**src/design/gpad_pkg.sv**
```systemverilog
// Shared types and constants for the gamepad press-edge and dead-zone core.
package gpad_pkg;

   localparam int BTN_W           = 16;
   localparam int AXIS_W          = 8;
   localparam int OUT_W           = 16;
   localparam int DZ_W            = 7;
   localparam int FRAC_BITS       = 14;
   localparam int NUM_AXES        = 4;
   localparam int NUM_BUTTONS_DEF = 16;

   typedef struct packed {
      logic        [BTN_W-1:0]  buttons_held;
      logic signed [AXIS_W-1:0] axis_left_x;
      logic signed [AXIS_W-1:0] axis_left_y;
      logic signed [AXIS_W-1:0] axis_right_x;
      logic signed [AXIS_W-1:0] axis_right_y;
   } req_type;

   typedef struct packed {
      logic        [BTN_W-1:0] held_bits;
      logic        [BTN_W-1:0] newpress_bits;
      logic signed [OUT_W-1:0] left_x_scaled;
      logic signed [OUT_W-1:0] left_y_scaled;
      logic signed [OUT_W-1:0] right_x_scaled;
      logic signed [OUT_W-1:0] right_y_scaled;
   } rsp_type;

   // Request to the shared divider: numerator never exceeds denominator.
   typedef struct packed {
      logic              start;
      logic [AXIS_W-1:0] numer;
      logic [AXIS_W-1:0] denom;
   } div_req_type;

   typedef struct packed {
      logic                 done;
      logic [FRAC_BITS:0]   quot;
   } div_rsp_type;

endpackage

```
**src/design/gpad_div.sv**
```systemverilog
// Iterative restoring divider giving floor(numer * 2^FRAC_BITS / denom), one bit a cycle.
module gpad_div
   import gpad_pkg::*;
(
   input  logic        clock,
   input  logic        reset,
   input  div_req_type div_req,
   output div_rsp_type div_rsp
);

   localparam int CNT_W = $clog2(FRAC_BITS);

   logic [AXIS_W-1:0]  rem_ff, rem_in;
   logic [AXIS_W-1:0]  den_ff;
   logic [FRAC_BITS:0] quot_ff, quot_in;
   logic [CNT_W-1:0]   cnt_ff;
   logic               busy_ff;
   logic               done_ff;
   logic [AXIS_W:0]    rem_shift;
   logic [AXIS_W:0]    rem_diff;
   logic               fits;
   logic               whole;

   always_comb begin
      rem_shift = {rem_ff, 1'b0};
      rem_diff  = rem_shift - {1'b0, den_ff};
      fits      = (rem_shift >= {1'b0, den_ff});
      rem_in    = fits ? rem_diff[AXIS_W-1:0] : rem_shift[AXIS_W-1:0];
      quot_in   = {quot_ff[FRAC_BITS-1:0], fits};
      whole     = (div_req.numer >= div_req.denom);
   end

   always_ff @(posedge clock) begin
      if (reset) begin
         busy_ff <= 1'b0;
         done_ff <= 1'b0;
         cnt_ff  <= '0;
      end else begin
         done_ff <= 1'b0;
         if (div_req.start) begin
            // The integer part is 0 or 1 since the numerator never exceeds the denominator.
            busy_ff <= 1'b1;
            cnt_ff  <= '0;
            den_ff  <= div_req.denom;
            rem_ff  <= whole ? AXIS_W'(div_req.numer - div_req.denom) : div_req.numer;
            quot_ff <= {{FRAC_BITS{1'b0}}, whole};
         end else if (busy_ff) begin
            rem_ff  <= rem_in;
            quot_ff <= quot_in;
            cnt_ff  <= cnt_ff + 1'b1;
            if (cnt_ff == CNT_W'(FRAC_BITS - 1)) begin
               busy_ff <= 1'b0;
               done_ff <= 1'b1;
            end
         end
      end
   end

   assign div_rsp.done = done_ff;
   assign div_rsp.quot = quot_ff;

endmodule

```
**src/design/gamepad_press_edge_and_deadzone_core.sv**
```systemverilog
// Top level of the gamepad press-edge detector and stick dead-zone rescaler.
//
// One request transaction carries a controller poll: 16 held-button bits and
// four signed 8-bit stick axes. One response transaction follows for each
// request, carrying the held bits, the newly pressed bits (held now and not at
// the previous poll) and the four dead-zone corrected axes in Q1.14.
// The dead zone is a 7-bit register written through csr_wr_en/csr_wr_data; it
// must only change while the core is idle.
// A single restoring divider is shared by the four axes in turn. Each axis
// passes through an issue state, one divider step per fraction bit and a
// wait state that collects its result. The response register is loaded once
// the last axis is collected and the receiver is free; only then is a new request accepted.
// The divider's one quotient bit per cycle sets the length of each poll.
// req_stall stays high while a poll is in progress. The response register
// holds its transaction while rsp_stall is high; the core may accept the next
// poll meanwhile, but does not overwrite the waiting response.
// Synchronous reset clears the previous-held bits, the dead zone, the state
// machine and the response valid.
module gamepad_press_edge_and_deadzone_core
   import gpad_pkg::*;
#(
   parameter int NUM_BUTTONS = NUM_BUTTONS_DEF
)(
   input  logic            clock,
   input  logic            reset,
   input  logic            req_valid,
   output logic            req_stall,
   input  req_type         req_payload,
   output logic            rsp_valid,
   input  logic            rsp_stall,
   output rsp_type         rsp_payload,
   input  logic            csr_wr_en,
   input  logic [DZ_W-1:0] csr_wr_data
);

   localparam int AX_IDX_W = $clog2(NUM_AXES);

   typedef enum logic [1:0] {
      ST_IDLE,
      ST_ISSUE,
      ST_WAIT,
      ST_DONE
   } state_type;

   state_type              state_ff, state_in;
   logic [DZ_W-1:0]        dz_ff;
   logic [BTN_W-1:0]       prev_held_ff;
   logic [BTN_W-1:0]       held_ff;
   logic [BTN_W-1:0]       fresh_ff;
   req_type                req_ff;
   logic [AX_IDX_W-1:0]    axis_ff, axis_in;
   logic signed [OUT_W-1:0] scaled_ff [NUM_AXES];
   logic                   rsp_valid_ff;
   rsp_type                rsp_ff;

   logic [BTN_W-1:0]       btn_mask;
   logic                   req_take;
   logic                   rsp_free;
   logic [AXIS_W-1:0]      raw;
   logic                   neg;
   logic [AXIS_W-1:0]      mag;
   logic [AXIS_W-1:0]      dz_ext;
   logic [OUT_W-1:0]       quot_ext;
   logic [OUT_W-1:0]       result;
   div_req_type            div_req;
   div_rsp_type            div_rsp;

   // Buttons at or beyond NUM_BUTTONS never report a new press.
   always_comb begin
      for (int i = 0; i < BTN_W; i++) begin
         btn_mask[i] = (i < NUM_BUTTONS);
      end
   end

   assign req_take = req_valid && !req_stall;
   assign rsp_free = !rsp_valid_ff || !rsp_stall;

   // Pick the axis under work from the captured poll.
   always_comb begin
      case (axis_ff)
         2'd0:    raw = req_ff.axis_left_x;
         2'd1:    raw = req_ff.axis_left_y;
         2'd2:    raw = req_ff.axis_right_x;
         default: raw = req_ff.axis_right_y;
      endcase
   end

   // Magnitude runs 0..128, which still fits unsigned in eight bits.
   always_comb begin
      neg           = raw[AXIS_W-1];
      mag           = neg ? AXIS_W'(~raw + 1'b1) : raw;
      dz_ext        = {1'b0, dz_ff};
      div_req.start = (state_ff == ST_ISSUE);
      div_req.numer = (mag < dz_ext) ? '0 : AXIS_W'(mag - dz_ext);
      div_req.denom = AXIS_W'((1 << (AXIS_W - 1)) - int'(dz_ext));
      quot_ext      = OUT_W'(div_rsp.quot);
      result        = neg ? OUT_W'(~quot_ext + 1'b1) : quot_ext;
   end

   gpad_div u_div (
      .clock   (clock),
      .reset   (reset),
      .div_req (div_req),
      .div_rsp (div_rsp)
   );

   always_comb begin
      state_in = state_ff;
      axis_in  = axis_ff;
      case (state_ff)
         ST_IDLE: begin
            if (req_take) begin
               state_in = ST_ISSUE;
               axis_in  = '0;
            end
         end
         ST_ISSUE: begin
            state_in = ST_WAIT;
         end
         ST_WAIT: begin
            if (div_rsp.done) begin
               if (axis_ff == AX_IDX_W'(NUM_AXES - 1)) begin
                  state_in = ST_DONE;
               end else begin
                  state_in = ST_ISSUE;
                  axis_in  = axis_ff + 1'b1;
               end
            end
         end
         ST_DONE: begin
            if (rsp_free) begin
               state_in = ST_IDLE;
            end
         end
         default: begin
            state_in = ST_IDLE;
         end
      endcase
   end

   always_ff @(posedge clock) begin
      if (reset) begin
         state_ff     <= ST_IDLE;
         axis_ff      <= '0;
         dz_ff        <= '0;
         prev_held_ff <= '0;
         rsp_valid_ff <= 1'b0;
      end else begin
         state_ff <= state_in;
         axis_ff  <= axis_in;
         if (csr_wr_en) begin
            dz_ff <= csr_wr_data;
         end
         if (req_take) begin
            req_ff       <= req_payload;
            held_ff      <= req_payload.buttons_held;
            fresh_ff     <= req_payload.buttons_held & ~prev_held_ff & btn_mask;
            prev_held_ff <= req_payload.buttons_held;
         end
         if (state_ff == ST_WAIT && div_rsp.done) begin
            scaled_ff[axis_ff] <= result;
         end
         if (state_ff == ST_DONE && rsp_free) begin
            rsp_valid_ff          <= 1'b1;
            rsp_ff.held_bits      <= held_ff;
            rsp_ff.newpress_bits  <= fresh_ff;
            rsp_ff.left_x_scaled  <= scaled_ff[0];
            rsp_ff.left_y_scaled  <= scaled_ff[1];
            rsp_ff.right_x_scaled <= scaled_ff[2];
            rsp_ff.right_y_scaled <= scaled_ff[3];
         end else if (rsp_valid_ff && !rsp_stall) begin
            rsp_valid_ff <= 1'b0;
         end
      end
   end

   assign req_stall   = (state_ff != ST_IDLE);
   assign rsp_valid   = rsp_valid_ff;
   assign rsp_payload = rsp_ff;

endmodule
```
**config.mk**
```make
export PLATFORM = sky130hd
export DESIGN_NAME = gamepad_press_edge_and_deadzone_core
export DESIGN_NICKNAME = d
export VERILOG_FILES = /design/src/design/gpad_pkg.sv /design/src/design/gpad_div.sv /design/src/design/gamepad_press_edge_and_deadzone_core.sv
export SDC_FILE = /design/constraint.sdc
export NUM_CORES = 1
export LEC_CHECK = 0
export ABC_CLOCK_PERIOD_IN_PS = 5530
export BUFFER_PORTS_ARGS = -buffer_cell sky130_fd_sc_hd__buf_2
export CORE_UTILIZATION = 40
export CTS_CLUSTER_SIZE = 14
export DETAILED_ROUTE_END_ITERATION = 12
export GPL_TIMING_DRIVEN = 1
export PLACE_DENSITY_LB_ADDON = 0.08
export SLEW_MARGIN = 20
export SYNTH_ARGS = -nofsm -noshare
export SYNTH_HDL_FRONTEND = slang
export SYNTH_HIERARCHICAL = 1
export SYNTH_SLANG_ARGS = --single-unit
```
**constraint.sdc**
```tcl
create_clock -name clock -period 5.53 [get_ports clock]
set_input_delay 0.8295 -clock clock [delete_from_list [all_inputs] [get_ports clock]]
set_output_delay 0.8295 -clock clock [all_outputs]
set_load 0.05 [all_outputs]
```
==> results of run 1 <==
## per-layer routing
| layer | vias to the layer above | routed length (µm) | track usage (%) |
|---|---|---|---|
| met5 | - | 0 | 0 |
| met4 | 0 | 454 | 4.04 |
| met3 | 33 | 882 | 2.01 |
| met2 | 142 | 10200 | 24.6 |
| met1 | 3108 | 10200 | 19.9 |
| li1 | 3262 | - | - |
## path summary, 6_finish.rpt
kind | startpoint | endpoint | slack [ns] | cells after the start
min | scaled_ff[0][11] | rsp_payload[59] | 0.41 | 0
min reg2reg | scaled_ff[0][11] | rsp_payload[59] | 0.41 | 0
max reg2reg | axis_ff[0] | u_div/rem_ff[1] | 0.32 | 24
max | axis_ff[0] | u_div/rem_ff[1] | 0.32 | 24
## metrics by stage
step,cells,util (%),setup WS [ns]
2_1_floorplan,779,-,0.510
3_5_place_dp,1304,45.6,0.141
5_1_grt,1364,49.3,-0.0119
4_1_cts,1357,49.0,0.102
3_3_place_gp,1304,45.6,0.334
6_report,1364,49.3,0.319
## cells in the final DEF (no fill, tap or decap), drive strengths merged, types with 14 or more instances in the layout
master	instances
a21oi	50
nor2b	39
ha	30
o21ai	14
dfxtp	34
xor2	15
edfxtp	255
nand2	61
mux2i	20
clkbuf	34
nor2	40
inv	43
buf	179
xnor2	23
nor3	16
## flip-flops by register name, indices dropped and copies added (netlist names), 2 cells and up
| register | flops |
|---|---|
| rsp_payload | 96 |
| scaled_ff | 64 |
| req_ff | 32 |
| fresh_ff | 16 |
| held_ff | 16 |
| prev_held_ff | 16 |
| u_div/quot_ff | 15 |
| u_div/den_ff | 8 |
| u_div/rem_ff | 8 |
| dz_ff | 7 |
| u_div/cnt_ff | 4 |
| axis_ff | 2 |
| state_ff | 2 |
## cells by family (layout without fill, tap and decap cells)
logic type | after synthesis | count (layout) | share of synthesized area, %
DFF | 289 | 289 | 72.2
xor gates and xnor gates | 38 | 38 | 2.88
AOI/OAI and AO/OA | 131 | 131 | 8.13
adders and majority gates | 33 | 33 | 3.77
buffers and inverters | 67 | 274 | 2.55
and+or+nand+nor | 200 | 200 | 8.61
muxes | 21 | 21 | 1.83
## Yosys cell counts, drive strengths merged, types with 7 or more instances
| library cell | number | area (µm²) |
|---|---|---|
| o21ai | 14 | 70.1 |
| edfxtp | 255 | 7660 |
| a31oi | 8 | 50.1 |
| mux2i | 20 | 200 |
| clkbuf | 19 | 72.6 |
| a21oi | 50 | 269 |
| nor2b | 39 | 244 |
| ha | 30 | 375 |
| xnor2 | 23 | 201 |
| nor2 | 40 | 150 |
| nand2 | 61 | 229 |
| nand3 | 9 | 45.0 |
| xor2 | 15 | 131 |
| inv | 41 | 154 |
| o31ai | 7 | 52.6 |
| dfxtp | 34 | 681 |
| nor3 | 16 | 80.1 |
## layout make-up
class,count,area [µm²],share of cell area (%)
sequential,289,8340,60.2
multi-input combinational,423,2940,21.2
clock buffer,34,764,5.52
timing repair buffer,179,971,7.02
clock inverter,19,196,1.42
tap,378,473,3.42
inverter,42,158,1.14
## report_power, final
| group | total, mW | switching (mW) | internal (mW) |
|---|---|---|---|
| clock network | 1.96 | 0.789 | 1.17 |
| registers | 2.48 | 0.0327 | 2.45 |
| logic | 0.615 | 0.364 | 0.251 |
## worst max-delay path, delay by kind of cell, from the launching register on
family                     cells  cell delay [ns]
xor gates and xnor gates       1             0.13
adders and majority gates      4             1.30
AOI/OAI and AO/OA              8             1.61
and+or+nand+nor                3             0.38
buffers and inverters          5             0.56
DFF                            1             0.38
muxes                          3             0.58
## timing repair
item / 4_1_cts / 5_1_grt
setup buffers: 0 / 6
endpoints found under the setup margin: 0 / 9
resized for setup: 0 / 2
==> flow_summary.toml, run 1 <==
[clock_tree]
cts_tree = "built"
cts-htree-levels = 1
numCtsBuffers = 29
cts.clk_slew.worst_paths_ns = 0.06
clockBufferDepth = 3
clock_sinks = 289
clkLatencyLatePin_ns = 0.55
ctsHoldBuffers = 0
cts_root_buffer = "clkbuf_16"

[grt]
grt_pass1_vias = 6336
grt_max_degree = 75
overflow = 0
antenna_found_initial = 0
track_usage_pct = 14.7
grt_pass1_wl_mm = 33.8

[yosys]
yosys_register_bits = 289
syn_inst = 779
synth-edff-count = 255
synth_ff_type = "edfxtp_1"
syn_avg_cell_area_um2 = 14.8
syn-num-nets = 872
yosysWarnings = 6
ys_seq_area_share_pct = 72.2
ys_types = 70
synthArstFlopShare_pct = 0
synth.cell_area_mm2 = 0.0115

[worst_hold_path]
hp-class = "register to register"

[detailed_routing]
wirelength_mm = 21.7
vias = 6545
wl_per_cell_um = 15.9
drtIter0Drc = 458
drc = 0
first_pass_iters = 4
viasPerCell = 4.80
ant_nets = 0

[run]
cap_violations = 0

[place]
postPlaceCellArea_mm2 = 0.0128
port_buffers = 157
place.gp.congestion = 0.810
dp_hpwl_mm = 14.7

[worst_setup_path]
crit_top_cell = "inv_1"
path_cells = "inv_1 -> ha_2 -> a222oi_1 -> buf_4 -> buf_4 -> nor2_1 -> xor2_1 -> mux2i_1 -> inv_1 -> fa_1 -> nor2b_1 -> o21ai_0 -> a21oi_1 -> o21ai_1 -> a2bb2oi_1 -> inv_1 -> ha_1 -> fa_1 -> nand2b_2 -> a21oi_4 -> o211ai_4 -> a22oi_4 -> mux2i_1 -> mux2_2"
cpPeakStageDelay_ns = 0.44
cp-start-kind = "register"
critPathArrivalTime_ns = 5.49
path_class = "register to register"
worstPathRequired_ns = 5.81
crit_path_end_kind = "register"
crit_slowest_cell = "fa_1"
path_max_fanout = 9

[pwr]
p_total_mw = 5.05
power_leakage_nw = 5.13
power.density_mw_per_mm2 = 365
peakVddDrop_uv = 243

[cells_and_area]
area_growth_pct = 19.9
fin_area_mm2 = 0.0138
nets = 1057
final_layout_size_suffix_gt1_share_pct = 25.2
diodes = 0
n_fill_cell = 2511

[sta]
period_needed_ns = 5.21
slew_headroom_pct = 31.8
timing.final.hold_violations = 0
drv_slew = 0
fin_crit_sh_pct = 94.2
skew_ns = 0.0242
holdWs_ns = 0.414
worst_pin_slew_ns = 1.02
setup_tns_ns = 0
setup_viol = 0
fmax_mhz = 192

[die]
die_area_mm2 = 0.0295
start_util_pct = 41.1
dieHeight_um = 172
rows = 61
io_pins = 158
die_w_um = 172
coreArea_mm2 = 0.0281

[outcome]
status = "completed"
(Power assumes the default switching activity.)
==> inputs of run 2 (changes only) <==
--- a/config.mk
+++ b/config.mk
@@ -5,8 +5,9 @@
 export SDC_FILE = /design/constraint.sdc
 export NUM_CORES = 1
 export LEC_CHECK = 0
-export ABC_CLOCK_PERIOD_IN_PS = 5530
+export ABC_CLOCK_PERIOD_IN_PS = 5350
 export BUFFER_PORTS_ARGS = -buffer_cell sky130_fd_sc_hd__buf_2
+export CORE_MARGIN = 3
 export CORE_UTILIZATION = 40
 export CTS_CLUSTER_SIZE = 14
 export DETAILED_ROUTE_END_ITERATION = 12
==> constraint.sdc (replaced) <==
create_clock -name clock -period 5.35 [get_ports clock]
set_input_delay 0.8025 -clock clock [delete_from_list [all_inputs] [get_ports clock]]
set_output_delay 0.8025 -clock clock [all_outputs]
set_load 0.05 [all_outputs]
==> run 2 against run 1 <==
Compared with the run above: via count decreased by 1.3%; sequential share of layout area about the same; cell count increased by 0.51%; combinational power grew 4.6%; register-to-register slack better by 0.08 ns; clock power about the same; first-iteration DRC count down 17%; sequential cell count did not move; critical endpoint unchanged.
==> flow_summary.toml, run 2 (synthesis results as in run 1) <==
[die]
die_w_um = 176
io_pins = 158
coreArea_mm2 = 0.0281
start_util_pct = 41.1
rows = 61
die_area_mm2 = 0.0309
dieHeight_um = 176

[clock_tree]
cts_root_buffer = "clkbuf_16"
numCtsBuffers = 31
clkLatencyLatePin_ns = 0.54
cts-htree-levels = 1
clock_sinks = 289
clockBufferDepth = 3
ctsHoldBuffers = 0
cts_tree = "built"
cts.clk_slew.worst_paths_ns = 0.06

[sta]
fmax_mhz = 202
worst_pin_slew_ns = 1.02
drv_slew = 0
period_needed_ns = 4.95
holdWs_ns = 0.414
rsz0062_at_grt = "false"
timing.final.hold_violations = 0
fin_crit_sh_pct = 92.6
setup_viol = 0
skew_ns = 0.0100
slew_headroom_pct = 31.8

[run]
cap_violations = 0

[worst_setup_path]
worstPathRequired_ns = 5.63
r2r_cells = 22
critPathArrivalTime_ns = 5.24
path_max_fanout = 7
cp-start-kind = "register"
r2r_end = "u_div/rem_ff[1]"
path_class = "register to register"
crit_path_end_kind = "register"
r2r-start = "axis_ff[0]"
rrSetupSlack_ns = 0.40

[place]
postPlaceCellArea_mm2 = 0.0128
port_buffers = 157
place.gp.congestion = 0.813
dp_hpwl_mm = 14.9
place_inst = 1308

[pwr]
power.density_mw_per_mm2 = 374
p_clk_share_pct = 38.2
p_sw_mw = 1.22
peakVddDrop_uv = 253
power_leakage_nw = 5.12
combPwrFrac_pct = 12.4
p_total_mw = 5.18
sw_frac_of_total_pct = 23.6
internal_power_mw = 3.96
pwr-share-seq_pct = 49.4

[detailed_routing]
drc = 0
ant_nets = 0
vias = 6462
wl_per_cell_um = 15.8
first_pass_iters = 5
wirelength_mm = 21.7
drtIter0Drc = 379
viasPerCell = 4.71

[cells_and_area]
mostFrequentLayoutCell = "edfxtp_1"
nets = 1062
fin_cells = 1371
final_layout_size_suffix_gt1_share_pct = 25.5
layout_common_cells = "edfxtp_1 (255), buf_2 (157), nand2_1 (61), a21oi_1 (45), inv_1 (41)"
largest_reg_flops = 96
diodes = 0
area_growth_pct = 20.0
fin_area_mm2 = 0.0138
n_fill_cell = 2508

[worst_hold_path]
min_path_cells = 0
worstHoldStart = "scaled_ff[2][11]"
min_to = "rsp_payload[27]"
hp-class = "register to register"

[grt]
grt_pass1_wl_mm = 34.5
overflow = 0
track_usage_pct = 13.8
grt_pass1_vias = 6330
antenna_found_initial = 0
grt_max_degree = 40

[outcome]
status = "completed"
run 2: changes by cell type in the layout (fill, tap and decap cells not counted), sizes merged:
cell / before / now
clkinvlp: 1 / 3
clkinv: 13 / 11
buf: 179 / 182
bufinv: 4 / 2
clkbuf: 34 / 40
run 2: power groups by stage:
| stage | combinational [mW] | sequential (mW) | clock (mW) |
|---|---|---|---|
| after CTS | 0.641 | 2.56 | 2.04 |
| after global routing | 0.721 | 2.57 | 2.15 |
| after detailed placement | 0.625 | 2.61 | 0 |
| after floorplan | 0.465 | 2.62 | 0 |
| after global placement | 0.625 | 2.61 | 0 |
| final | 0.643 | 2.56 | 1.98 |
run 2: how the worst max path moves through the flow:
stage                    start              end  cells after the start  slack [ns]
detailed placement  axis_ff[0]  u_div/rem_ff[1]                     22       -0.07
global route        axis_ff[0]  u_div/rem_ff[1]                     23       0.005
global placement    axis_ff[0]  u_div/rem_ff[1]                     22        0.08
floorplan           axis_ff[0]  u_div/rem_ff[4]                     23        0.33
finish              axis_ff[0]  u_div/rem_ff[1]                     22        0.40
CTS                 axis_ff[0]  u_div/rem_ff[1]                     22        0.19
run 2: repair_timing:
action,CTS,global route
cloned,0,0
gates resized for setup,1,6
buffers inserted,4,2
endpoints found under the setup margin,3,9
pin swaps,2,4
run 2: worst max-delay path, cell delays in order, from the launching register on:
cell and delay [ns]:
dfxtp_2 0.36, inv_1 0.08, ha_2 0.23, a222oi_1 0.48
buf_4 0.23, nand2_1 0.08, o21a_1 0.17, o221a_2 0.25
ha_1 0.28, nor2b_1 0.14, o21ai_1 0.09, a21oi_1 0.21
o21ai_1 0.10, a2bb2oi_1 0.13, inv_1 0.07, ha_1 0.21
fa_1 0.38, nand2b_2 0.22, a21oi_4 0.20, o211ai_4 0.12
a22oi_4 0.25, mux2i_1 0.12, mux2_2 0.26
run 2: per-layer routing:
layer / vias to the layer above / GRT usage, % / wire, µm
li1: 3264 / - / -
met1: 3019 / 19.5 / 10200
met2: 151 / 22.8 / 10100
met3: 28 / 2.33 / 989
met4: 0 / 2.97 / 334
met5: - / 0 / 0
run 2: final cells by class:
class,count,area [µm²],share of cell area [%]
flip-flops and latches,289,8340,60.2
well taps,378,473,3.42
inverters,42,158,1.14
repair buffers,182,973,7.03
multi-input cells,423,2950,21.3
clock buffers,40,810,5.85
clock inverters,17,148,1.07
run 2: through the flow:
step	util, %	setup slack, ns	TNS (ns)
finish	49.3	0.395	0
global route	49.3	0.00549	0
CTS	49.2	0.191	0
global placement	45.7	0.0813	0
floorplan	-	0.330	0
detailed placement	45.7	-0.0657	-0.0657
==> inputs of run 3 (changes only) <==
==> constraint.sdc (replaced) <==
create_clock -name clock -period 5.35 [get_ports clock]
set_input_delay 1.07 -clock clock [delete_from_list [all_inputs] [get_ports clock]]
set_output_delay 1.07 -clock clock [all_outputs]
set_load 0.05 [all_outputs]
==> run 3 against run 2 <==
Compared with the run above: clock power is 8% higher; register-to-register slack worse by 0.09 ns; cell count is 0.44% lower; worst setup slack worse by 0.087 ns; critical path depth is 2 higher; clock-buffer cell count is 1 lower; power is 2.9% higher; clock skew is 0.011 ns higher; critical endpoint unchanged; largest cell class unchanged.
==> flow_summary.toml, run 3 (synthesis results as in run 1) <==
[grt]
overflow = 0
antenna_found_initial = 0
grt_pass1_wl_mm = 33.7
grt_max_degree = 65
track_usage_pct = 13.5
grt_pass1_vias = 6228

[pwr]
peakVddDrop_uv = 243
power_leakage_nw = 5.16
pwr-share-seq_pct = 48.0
p_clk_share_pct = 39.9
internal_power_mw = 4.13
sw_frac_of_total_pct = 22.6
power.density_mw_per_mm2 = 383
combPwrFrac_pct = 12.1
p_total_mw = 5.33
p_sw_mw = 1.20

[die]
die_area_mm2 = 0.0309
dieHeight_um = 176
start_util_pct = 41.1
rows = 61
io_pins = 158
die_w_um = 176
coreArea_mm2 = 0.0281

[worst_hold_path]
min_path_cells = 0
worstHoldStart = "held_ff[11]"
hp-class = "register to register"
min_to = "rsp_payload[91]"

[cells_and_area]
final_util_pct = 49.5
area_growth_pct = 20.5
largest_reg_flops = 96
diodes = 0
nets = 1058
layout_common_cells = "edfxtp_1 (255), buf_2 (157), nand2_1 (61), a21oi_1 (46), inv_1 (41)"
mostFrequentLayoutCell = "edfxtp_1"
n_fill_cell = 2479
multi_input_area_mm2 = 0.00295
regArea_mm2 = 0.00834
final_layout_size_suffix_gt1_share_pct = 25.6

[worst_setup_path]
r2r_end = "u_div/rem_ff[1]"
crit_path_end_kind = "register"
cp_top_family = "compound AO/OA/AOI/OAI gates"
path_max_fanout = 10
crit_slowest_cell = "fa_1"
path_cells = "inv_1 -> ha_2 -> a222oi_1 -> buf_4 -> a21oi_2 -> and4_1 -> o31ai_1 -> o221a_2 -> ha_1 -> nor2b_1 -> o21ai_0 -> a21oi_1 -> o21ai_1 -> a2bb2oi_1 -> inv_1 -> ha_1 -> fa_1 -> nand2b_2 -> a21oi_4 -> o211ai_4 -> a22oi_4 -> buf_12 -> mux2i_1 -> mux2_2"
r2r_cells = 24
cpPeakStageDelay_ns = 0.38
path_class = "register to register"
critPathArrivalTime_ns = 5.32
worstPathRequired_ns = 5.63
cp-start-kind = "register"
r2r-start = "axis_ff[0]"
path_buf_inv = 4
rrSetupSlack_ns = 0.31

[sta]
worst_pin_slew_ns = 1.05
holdWs_ns = 0.410
slew_headroom_pct = 30.1
period_needed_ns = 5.04
fin_crit_sh_pct = 94.2
skew_ns = 0.0213
setup_viol = 0
timing.final.hold_violations = 0
fmax_mhz = 198
drv_slew = 0

[place]
dp_hpwl_mm = 14.7
port_buffers = 157
place.gp.congestion = 0.801

[clock_tree]
cts_root_buffer = "clkbuf_16"
cts-htree-levels = 1
numCtsBuffers = 29
clock_sinks = 289
cts.clk_slew.worst_paths_ns = 0.06
cts_tree = "built"
clkLatencyLatePin_ns = 0.53
clockBufferDepth = 3
ctsHoldBuffers = 0

[detailed_routing]
viasPerCell = 4.71
drc = 0
vias = 6428
ant_nets = 0
wl_per_cell_um = 15.7
wirelength_mm = 21.5
drtIter0Drc = 364
first_pass_iters = 5

[run]
cap_violations = 0

[outcome]
status = "completed"
[run 3: changes by cell type in the layout (fill, tap and decap cells not counted), moves of 2 or more]
cell / change
clkbuf_8: +4
bufinv_16: +4
buf_4: -3
clkinv_1: -4
clkbuf_16: -2
clkbuf_1: -3
[run 3: routing by layer]
metal  track usage, %  up-vias  share of wire [%]
li1                 -     3261                  -
met1             18.3     3005                 46
met2             22.8      134                 48
met3             2.40       28                4.6
met4             3.20        0                1.5
met5                0        -                  0
[run 3: worst max path at each step]
stage / start / end / slack [ns] / cells past startpoint
after floorplan: req_valid / fresh_ff[0] / 0.29 / 4
after global placement: axis_ff[0] / u_div/rem_ff[1] / 0.20 / 23
after detailed placement: axis_ff[0] / u_div/rem_ff[1] / 0.06 / 22
after CTS: axis_ff[0] / u_div/rem_ff[1] / 0.03 / 22
after global routing: axis_ff[1] / u_div/rem_ff[1] / -0.01 / 25
final: axis_ff[0] / u_div/rem_ff[1] / 0.31 / 24
[run 3: through the flow]
stage          area (µm²)  instances  TNS (ns)  worst slack [ns]
5_1_grt             13900       1365   -0.0134           -0.0134
6_report            13900       1365         0             0.309
4_1_cts             13800       1360         0            0.0321
3_5_place_dp        12800       1307         0            0.0553
2_1_floorplan       11500        779         0             0.294
3_3_place_gp        12800       1307         0             0.201
[run 3: power by group through the flow]
| stage | registers, mW | logic, mW | clock network, mW |
|---|---|---|---|
| after CTS | 2.56 | 0.627 | 2.19 |
| after floorplan | 2.62 | 0.465 | 0 |
| after detailed placement | 2.61 | 0.625 | 0 |
| after global routing | 2.57 | 0.719 | 2.28 |
| after global placement | 2.61 | 0.620 | 0 |
| final | 2.56 | 0.647 | 2.13 |
[run 3: layout make-up]
type                       instances  share of cell area, %
timing repair buffer             180                   6.98
tap                              378                   3.40
clock inverter                    14                   1.59
inverter                          42                   1.13
clock buffer                      39                   5.77
sequential                       289                   59.9
multi-input combinational        423                   21.2
[run 3: repair_timing]
item / 4_1_cts / 5_1_grt
setup buffers: 0 / 5
setup endpoints to repair: 0 / 9
resized for setup: 0 / 5
